<file path="src/kvt_pkg.sv">
`timescale 1ns / 1ps
// ----------------------------------------------------------------------------
// kvt_pkg: shared definitions for the key/value translation table
// Field widths, opcode, command kind, status and mode codes, and the control
// word that travels from the front end to the engine.
// ----------------------------------------------------------------------------
package kvt_pkg;

    localparam int TABLE_ENTRIES_DEF = 64;
    localparam int KEY_BITS_DEF      = 64;
    localparam int VALUE_BITS_DEF    = 64;

    // Stream and register widths
    localparam int FIELD_W    = 64;
    localparam int S_TDATA_W  = 256;
    localparam int M_TDATA_W  = 64;
    localparam int CODE_W     = 2;
    localparam int APB_DATA_W = 32;
    localparam int APB_ADDR_W = 3;

    // Command queue between front end and engine
    localparam int QUEUE_DEPTH = 2;

    // Input opcodes
    localparam logic [CODE_W-1:0] OP_CLEAR = 2'd0;
    localparam logic [CODE_W-1:0] OP_LOAD  = 2'd1;
    localparam logic [CODE_W-1:0] OP_XLATE = 2'd2;

    // Classified command kinds
    localparam logic [CODE_W-1:0] KIND_CLEAR = 2'd0;
    localparam logic [CODE_W-1:0] KIND_LOAD  = 2'd1;
    localparam logic [CODE_W-1:0] KIND_XLATE = 2'd2;
    localparam logic [CODE_W-1:0] KIND_NOP   = 2'd3;

    // Result status codes
    localparam logic [CODE_W-1:0] ST_DONE   = 2'd0;
    localparam logic [CODE_W-1:0] ST_MISS   = 2'd1;
    localparam logic [CODE_W-1:0] ST_STRICT = 2'd2;
    localparam logic [CODE_W-1:0] ST_FULL   = 2'd3;

    // Miss handling modes
    localparam logic [CODE_W-1:0] MODE_PASS   = 2'd0;
    localparam logic [CODE_W-1:0] MODE_STRICT = 2'd1;
    localparam logic [CODE_W-1:0] MODE_SOURCE = 2'd2;

    // Register index of miss_mode
    localparam logic [0:0] REG_MISS_MODE = 1'b0;

    typedef struct packed {
        logic [CODE_W-1:0] kind;
        logic              last;
    } cmd_ctrl_t;

endpackage

</file>
<file path="src/kvt_front.sv">
`timescale 1ns / 1ps
// ----------------------------------------------------------------------------
// kvt_front: input front end and command queue
// Accepts input words, classifies the opcode, picks the key and value that
// the command needs, and holds the result in a short queue for the engine.
// ----------------------------------------------------------------------------
module kvt_front #(
    parameter int KEY_BITS   = 64,
    parameter int VALUE_BITS = 64
) (
    input  logic                          aclk,
    input  logic                          aresetn,
    input  logic                          s_tvalid,
    output logic                          s_tready,
    // entry_key [63:0], entry_value [127:64], match_key [191:128],
    // source_value [255:192]
    input  logic [kvt_pkg::S_TDATA_W-1:0] s_tdata,
    // op [1:0]
    input  logic [kvt_pkg::CODE_W-1:0]    s_tuser,
    input  logic                          s_tlast,
    output logic                          q_valid,
    output kvt_pkg::cmd_ctrl_t            q_ctrl,
    output logic [KEY_BITS-1:0]           q_key,
    output logic [VALUE_BITS-1:0]         q_value,
    input  logic                          q_pop
);
    import kvt_pkg::*;

    localparam int PTR_W  = (QUEUE_DEPTH > 1) ? $clog2(QUEUE_DEPTH) : 1;
    localparam int FILL_W = $clog2(QUEUE_DEPTH + 1);

    cmd_ctrl_t             ctrl_q_reg [QUEUE_DEPTH];
    logic [KEY_BITS-1:0]   key_q_reg  [QUEUE_DEPTH];
    logic [VALUE_BITS-1:0] val_q_reg  [QUEUE_DEPTH];
    logic [PTR_W-1:0]      wr_ptr_reg, wr_ptr_next;
    logic [PTR_W-1:0]      rd_ptr_reg, rd_ptr_next;
    logic [FILL_W-1:0]     fill_reg, fill_next;

    cmd_ctrl_t             in_ctrl;
    logic [FIELD_W-1:0]    sel_key;
    logic [FIELD_W-1:0]    sel_value;
    logic                  push;
    logic                  pop;

    assign s_tready = (fill_reg != FILL_W'(QUEUE_DEPTH));
    assign push     = s_tvalid && s_tready;
    assign q_valid  = (fill_reg != '0);
    assign pop      = q_pop && q_valid;

    // A load carries its entry pair, a translate its match key and fallback.
    always_comb begin
        in_ctrl.last = s_tlast;
        sel_key      = s_tdata[FIELD_W-1:0];
        sel_value    = s_tdata[2*FIELD_W-1:FIELD_W];
        case (s_tuser)
            OP_CLEAR: begin
                in_ctrl.kind = KIND_CLEAR;
            end
            OP_LOAD: begin
                in_ctrl.kind = KIND_LOAD;
            end
            OP_XLATE: begin
                in_ctrl.kind = KIND_XLATE;
                sel_key      = s_tdata[3*FIELD_W-1:2*FIELD_W];
                sel_value    = s_tdata[4*FIELD_W-1:3*FIELD_W];
            end
            default: begin
                in_ctrl.kind = KIND_NOP;
            end
        endcase
    end

    always_comb begin
        wr_ptr_next = wr_ptr_reg;
        rd_ptr_next = rd_ptr_reg;
        fill_next   = fill_reg;
        if (push) begin
            wr_ptr_next = (wr_ptr_reg == PTR_W'(QUEUE_DEPTH - 1)) ? '0
                                                                  : wr_ptr_reg + PTR_W'(1);
        end
        if (pop) begin
            rd_ptr_next = (rd_ptr_reg == PTR_W'(QUEUE_DEPTH - 1)) ? '0
                                                                  : rd_ptr_reg + PTR_W'(1);
        end
        if (push && !pop) begin
            fill_next = fill_reg + FILL_W'(1);
        end else if (pop && !push) begin
            fill_next = fill_reg - FILL_W'(1);
        end
    end

    always_ff @(posedge aclk) begin
        if (!aresetn) begin
            wr_ptr_reg <= '0;
            rd_ptr_reg <= '0;
            fill_reg   <= '0;
        end else begin
            wr_ptr_reg <= wr_ptr_next;
            rd_ptr_reg <= rd_ptr_next;
            fill_reg   <= fill_next;
        end
    end

    always_ff @(posedge aclk) begin
        if (push) begin
            ctrl_q_reg[wr_ptr_reg] <= in_ctrl;
            key_q_reg[wr_ptr_reg]  <= sel_key[KEY_BITS-1:0];
            val_q_reg[wr_ptr_reg]  <= sel_value[VALUE_BITS-1:0];
        end
    end

    assign q_ctrl  = ctrl_q_reg[rd_ptr_reg];
    assign q_key   = key_q_reg[rd_ptr_reg];
    assign q_value = val_q_reg[rd_ptr_reg];

endmodule

</file>
<file path="config.mk">
export PLATFORM = sky130hd
export DESIGN_NAME = kvt_front
export DESIGN_NICKNAME = d
export VERILOG_FILES = /design/src/kvt_pkg.sv /design/src/kvt_front.sv
export SDC_FILE = /design/constraint.sdc
export NUM_CORES = 1
export LEC_CHECK = 0
export BUFFER_PORTS_ARGS = -buffer_cell sky130_fd_sc_hd__buf_2
export CORE_ASPECT_RATIO = 0.5
export CORE_MARGIN = 5
export CORE_UTILIZATION = 47
export CTS_CLUSTER_DIAMETER = 80
export DETAILED_ROUTE_END_ITERATION = 8
export PLACE_DENSITY = 0.72
export SLEW_MARGIN = 20
export SYNTH_ARGS = -nofsm -noshare
export SYNTH_HDL_FRONTEND = slang
export SYNTH_SLANG_ARGS = --single-unit
</file>
<file path="constraint.sdc">
create_clock -name aclk -period 10.45 [get_ports aclk]
set_input_delay 1.5675 -clock aclk [delete_from_list [all_inputs] [get_ports aclk]]
set_output_delay 1.5675 -clock aclk [all_outputs]
set_load 0.005 [all_outputs]
</file>
==> Word-level counts from Yosys, hierarchy flattened <==
Memories as Yosys holds them, arrays and structs flattened. A register that Yosys moved wholly into a read port is not among the register bits.
Cells that the tools add are included.
{ "classes": {"eq_ne": 3, "reduce_logical": 9, "n_addsub": 4, "n_mux": 15} }
{ "ops": {"columns": ["op", "n"], "rows": [
  ["$mux W64", 2],
  ["$mux W1", 10],
  ["$pmux W2 S3", 1],
  ["$logic_and A1 B1 Y1", 4],
  ["$mux W2", 2],
  ["$reduce_bool A2 Y1", 2],
  ["$add A1 B1 Y1 const B", 2],
  ["$add A2 B1 Y2 const B", 1],
  ["$eq A2 B1 Y1 const B", 1],
  ["$eq A2 B2 Y1 const B", 1],
  ["$logic_not A1 Y1", 2],
  ["$logic_not A2 Y1", 1],
  ["$ne A2 B2 Y1 const B", 1],
  ["$sub A2 B1 Y2 const B", 1]
]} }
{ "totals": {"out_inout_bits": 133, "memories": 3, "elab_cells": 37, "ramBits": 262, "in_bits": 263, "regBits": 4} }
{ "memory_table": {"columns": ["name", "words", "word_bits", "read_ports", "rd_ports_with_merged_regs", "write_ports", "line_no", "text"], "rows": [
  ["key_q_reg", 2, 64, 1, 1, 1, "kvt_front.sv:33", "logic [KEY_BITS-1:0] key_q_reg [QUEUE_DEPTH];"],
  ["val_q_reg", 2, 64, 1, 1, 1, "kvt_front.sv:34", "logic [VALUE_BITS-1:0] val_q_reg [QUEUE_DEPTH];"],
  ["ctrl_q_reg", 2, 3, 1, 1, 1, "kvt_front.sv:32", "cmd_ctrl_t ctrl_q_reg [QUEUE_DEPTH];"]
]} }

==> Longest topological paths before layout <==
{ "depth": {"depth_word": 6, "depth_mapped": 6, "mapped_depth_nobuf": 6} }

==> Worst setup path before layout <==
No wires, ideal clock.
{ "synth_path": {"path_type": "input to register", "startpoint": "input s_tvalid", "endpoint": "memory ctrl_q_reg[1][0] in the netlist's numbering, enable pin", "stages": 1, "arrival_ns": 4.632, "setup_time_ns": 0.506, "required_ns": 9.944, "n_path_buf": 0, "setup_slack_ns": 5.312, "path_cell_list": "and3_1"} }
{ "synth_between": {"elab_chain_cells": 3} }
{ "synth_lines": {"columns": ["element", "line_no", "text"], "rows": [
  ["from (decl)", "kvt_front.sv:13", "input logic s_tvalid,"],
  ["$logic_and A1 B1 Y1", "kvt_front.sv:46", "assign push = s_tvalid && s_tready;"],
  ["$mux W1", "kvt_front.sv:105", "if (push) begin"],
  ["$mux W1 (implied by the code)", "kvt_front.sv:106", "ctrl_q_reg[wr_ptr_reg] <= in_ctrl;"],
  ["to (decl)", "kvt_front.sv:32", null]
]} }
Every way passes these cells.

==> metrics.md <==
| Metric | Value |
|---|---|
| Yosys warning count | 0 |
| Worst endpoint required time | 8.88 ns |
| Initial DRT Pass Iterations | 6 |
| Core area | 25,030 µm² |
| Area delta synth->final | 23.67% |
| WL final | 25,700 µm |
| CTS Hold Bufs | 0 |
| Gr ovfl total | 0 |
| Diode count | 0 |
| CTS Buf Count | 25 |
| Setup violators final | 0 |
| Status | finished clean |
| Vias in the first global route | 6,921 |
| Largest net degree at the start of global routing | 84 |
| Reg2Reg Capture Point | val_q_reg[0][20] |
| FF-to-FF setup slack | 7.65 ns |
| Worst path arrival time | 2.92 ns |
| WHS Path Cells | 2 |
| Detail Route Antenna Nets | 0 |
| Crit-path leading delay family | buffers and inverters |
| Measured slew at the worst slew-check pin | around 1.1 ns |
| Final hold vios | 0 |
| CTS tree | done |
| Met3 wire len | 946 µm |
| Worst Hold End | fill_reg[1] |
| Tcrit/Tclk final | 42.94% |
| Crit-path max cell delay | 0.85 ns |
| Maximum VDD drop | a little under 0.1 mV |
| Crit path time final | 4.487 ns |
| Vias post-DR | 6,483 |
| Power Density | between 200 and 250 nW/µm² |
| Synth Instances | a little under 600 |
| Final Util | 58.57% |
| Layout net count | 1,238 |
| Routed wl met2 | 14,300 µm |
| Initial drt markers | 311 |
| Share of layout cells above drive strength 1 | 70.71% |
| Die area | 28,700 µm² |
| R2R depth | 4 |
| Die width | roughly 230 µm |
| Register area share after synthesis | 67.20% |
| CP endpoint kind | output port |
| First-pass GRT wire length | roughly 38,000 µm |
| Worst path cell trace | buf_4 -> mux2_2 -> buf_2 |
| Total Routing Usage GR | between 10% and 20% |
| MaxCap Viol Count | 0 |
| I/O Pins | 396 |
| Flop and latch count out of synthesis | 267 |
| Worst Path Max Fanout | 74 |
| Cell row count | 41 |
| PortBufs | between 300 and 400 |
| Clk Latency, worst-skew pair | around 0.51 ns |
| Cell Area, Synth | 11,860 µm² |
| CP Buf/Inv Count | 2 |
| DP HPWL | roughly 18,000 µm |
| Max clock buf depth | 3 |
| Avg Vias per Cell | 4.860 |
| Fin Clk Skew | 0.01043 ns |
| Fmax | 222.9 MHz |
| Synth cell types | 24 |
| DRC errors left | 0 |
| Worst-path clk slew | approximately 0.06 ns |
| Fill count | 1,939 |
| Crit Path Class | reg2out |
| Post-synth net total | 841 |
| RePlAce Congestion | 0.7634 |
| Post-CTS Setup Repair Bufs | 0 |
| RSZ-0062 raised after global routing | no |
| Initial antenna violation count | 0 |
| RR Startpoint | fill_reg[0] |
| Area of the multi-input gates | ~3500 µm² |
| Initial core utilization | around 47% |
| CTS sink cnt | 267 |
| Min-delay worst type | reg2reg |
| Post-Route M1 WL | about 9900 µm |
| Slew HR | 23.99% |
| Max layer used | met4 |
| Root Buffer | clkbuf_16 |
| Top cell type's share of synthesized area | 66.36% |
| Area leader, netlist | edfxtp_1 |
| Worst Hold Launch | fill_reg[1] |
| Ranking of synthesized cells by area | edfxtp_1 (66%), mux2_4 (14%), mux2_2 (14%) |
| Max-slew violation count | 0 |
| Clock H-tree levels | 1 |
| Critical path's slowest cell | buf_4 |
| Die H | 122.3 µm |
| Pwr Total | roughly 3 mW |
| Setup crit start kind | register |
| Seq. cell area | 7971 µm² |
| TNS Setup | 0 ns |
| Syn Area/Cell | roughly 21 µm² |
| Post-CTS sizing | 0 |
| Pleak | slightly below 6 nW |
| WL/cell | 19.27 µm |
-- per-layer routing --
metal	GRT usage [%]	vias up
li1	-	3054
met1	19.17	3241
met2	31.59	143
met3	3.166	45
met4	4.227	0
met5	0	-
-- layout make-up --
type	instances	share of cell area [%]
sequential	267	54.36
multi-input combinational	278	23.76
timing repair buffer	401	13.82
clock buffer	33	4.540
tap	344	2.935
clock inverter	10	0.5461
inverter	1	0.04267
-- cells in the mapped netlist, drive strengths merged --
cell type	number
or2	1
inv	1
nand2b	1
and3	1
o21ai	2
or3	1
and2	4
nand3b	1
edfxtp	262
xor2	1
xnor2	2
ha	1
mux2	259
clkbuf	2
a21boi	2
a21bo	1
nor2b	1
buf	29
dfxtp	5
-- layout by cell type, fill, tap and decap left out, drive strengths merged --
cell type	instances
dfxtp	5
xor2	1
buf	401
a21boi	2
inv	1
mux2	259
ha	1
or2	1
nand3b	1
clkinv	9
o21ai	2
xnor2	2
a21bo	1
edfxtp	262
nor2b	1
or3	1
and2	4
nand2b	1
clkbuf	33
bufinv	1
and3	1
-- cell families (layout without fill, tap and decap cells) --
family	Yosys count	after routing	share of synthesized area [%]
muxes	259	259	28.11
buffers and inverters	32	445	3.461
adders and majority gates	1	1	0.1055
AOI/OAI and AO/OA	5	5	0.2954
and+or+nand+nor	10	10	0.6016
DFF	267	267	67.20
xor gates and xnor gates	3	3	0.2217
-- worst max path at each step --
stage	from	endpoint	slack (ns)	cells after the start
2_1_floorplan	s_tvalid	ctrl_q_reg[1][0]	5.31	1
3_3_place_gp	register	q_value[56]	6.44	3
3_5_place_dp	register	q_value[56]	6.43	3
4_1_cts	register	q_value[56]	5.88	3
5_1_grt	register	q_value[56]	5.80	3
6_report	register	q_value[9]	5.96	3
-- stage by stage --
stage          cells  hold WS (ns)  worst slack (ns)  instance area [µm²]
3_3_place_gp    1291        0.5015             6.438                13910
4_1_cts         1334        0.5460             5.880                14660
3_5_place_dp    1291        0.5373             6.433                13910
5_1_grt         1334        0.5971             5.797                14660
6_report        1334        0.5440             5.963                14660
2_1_floorplan    577        0.4859             5.312                11860
-- worst register-to-register path: stages, from the launching register on --
cell,delay [ns]
dfxtp_1,0.41
nand2b_1,0.23
nand3b_1,0.18
inv_4,0.57
buf_4,0.90
-- power breakdown --
group	internal (mW)	leakage, nW	switching (mW)
Combinational	0.387	3.02	0.334
Sequential	1.35	2.49	0.0609
Clock	0.473	0.369	0.373
Total	2.21	5.88	0.767
(Power assumes the default switching activity.)
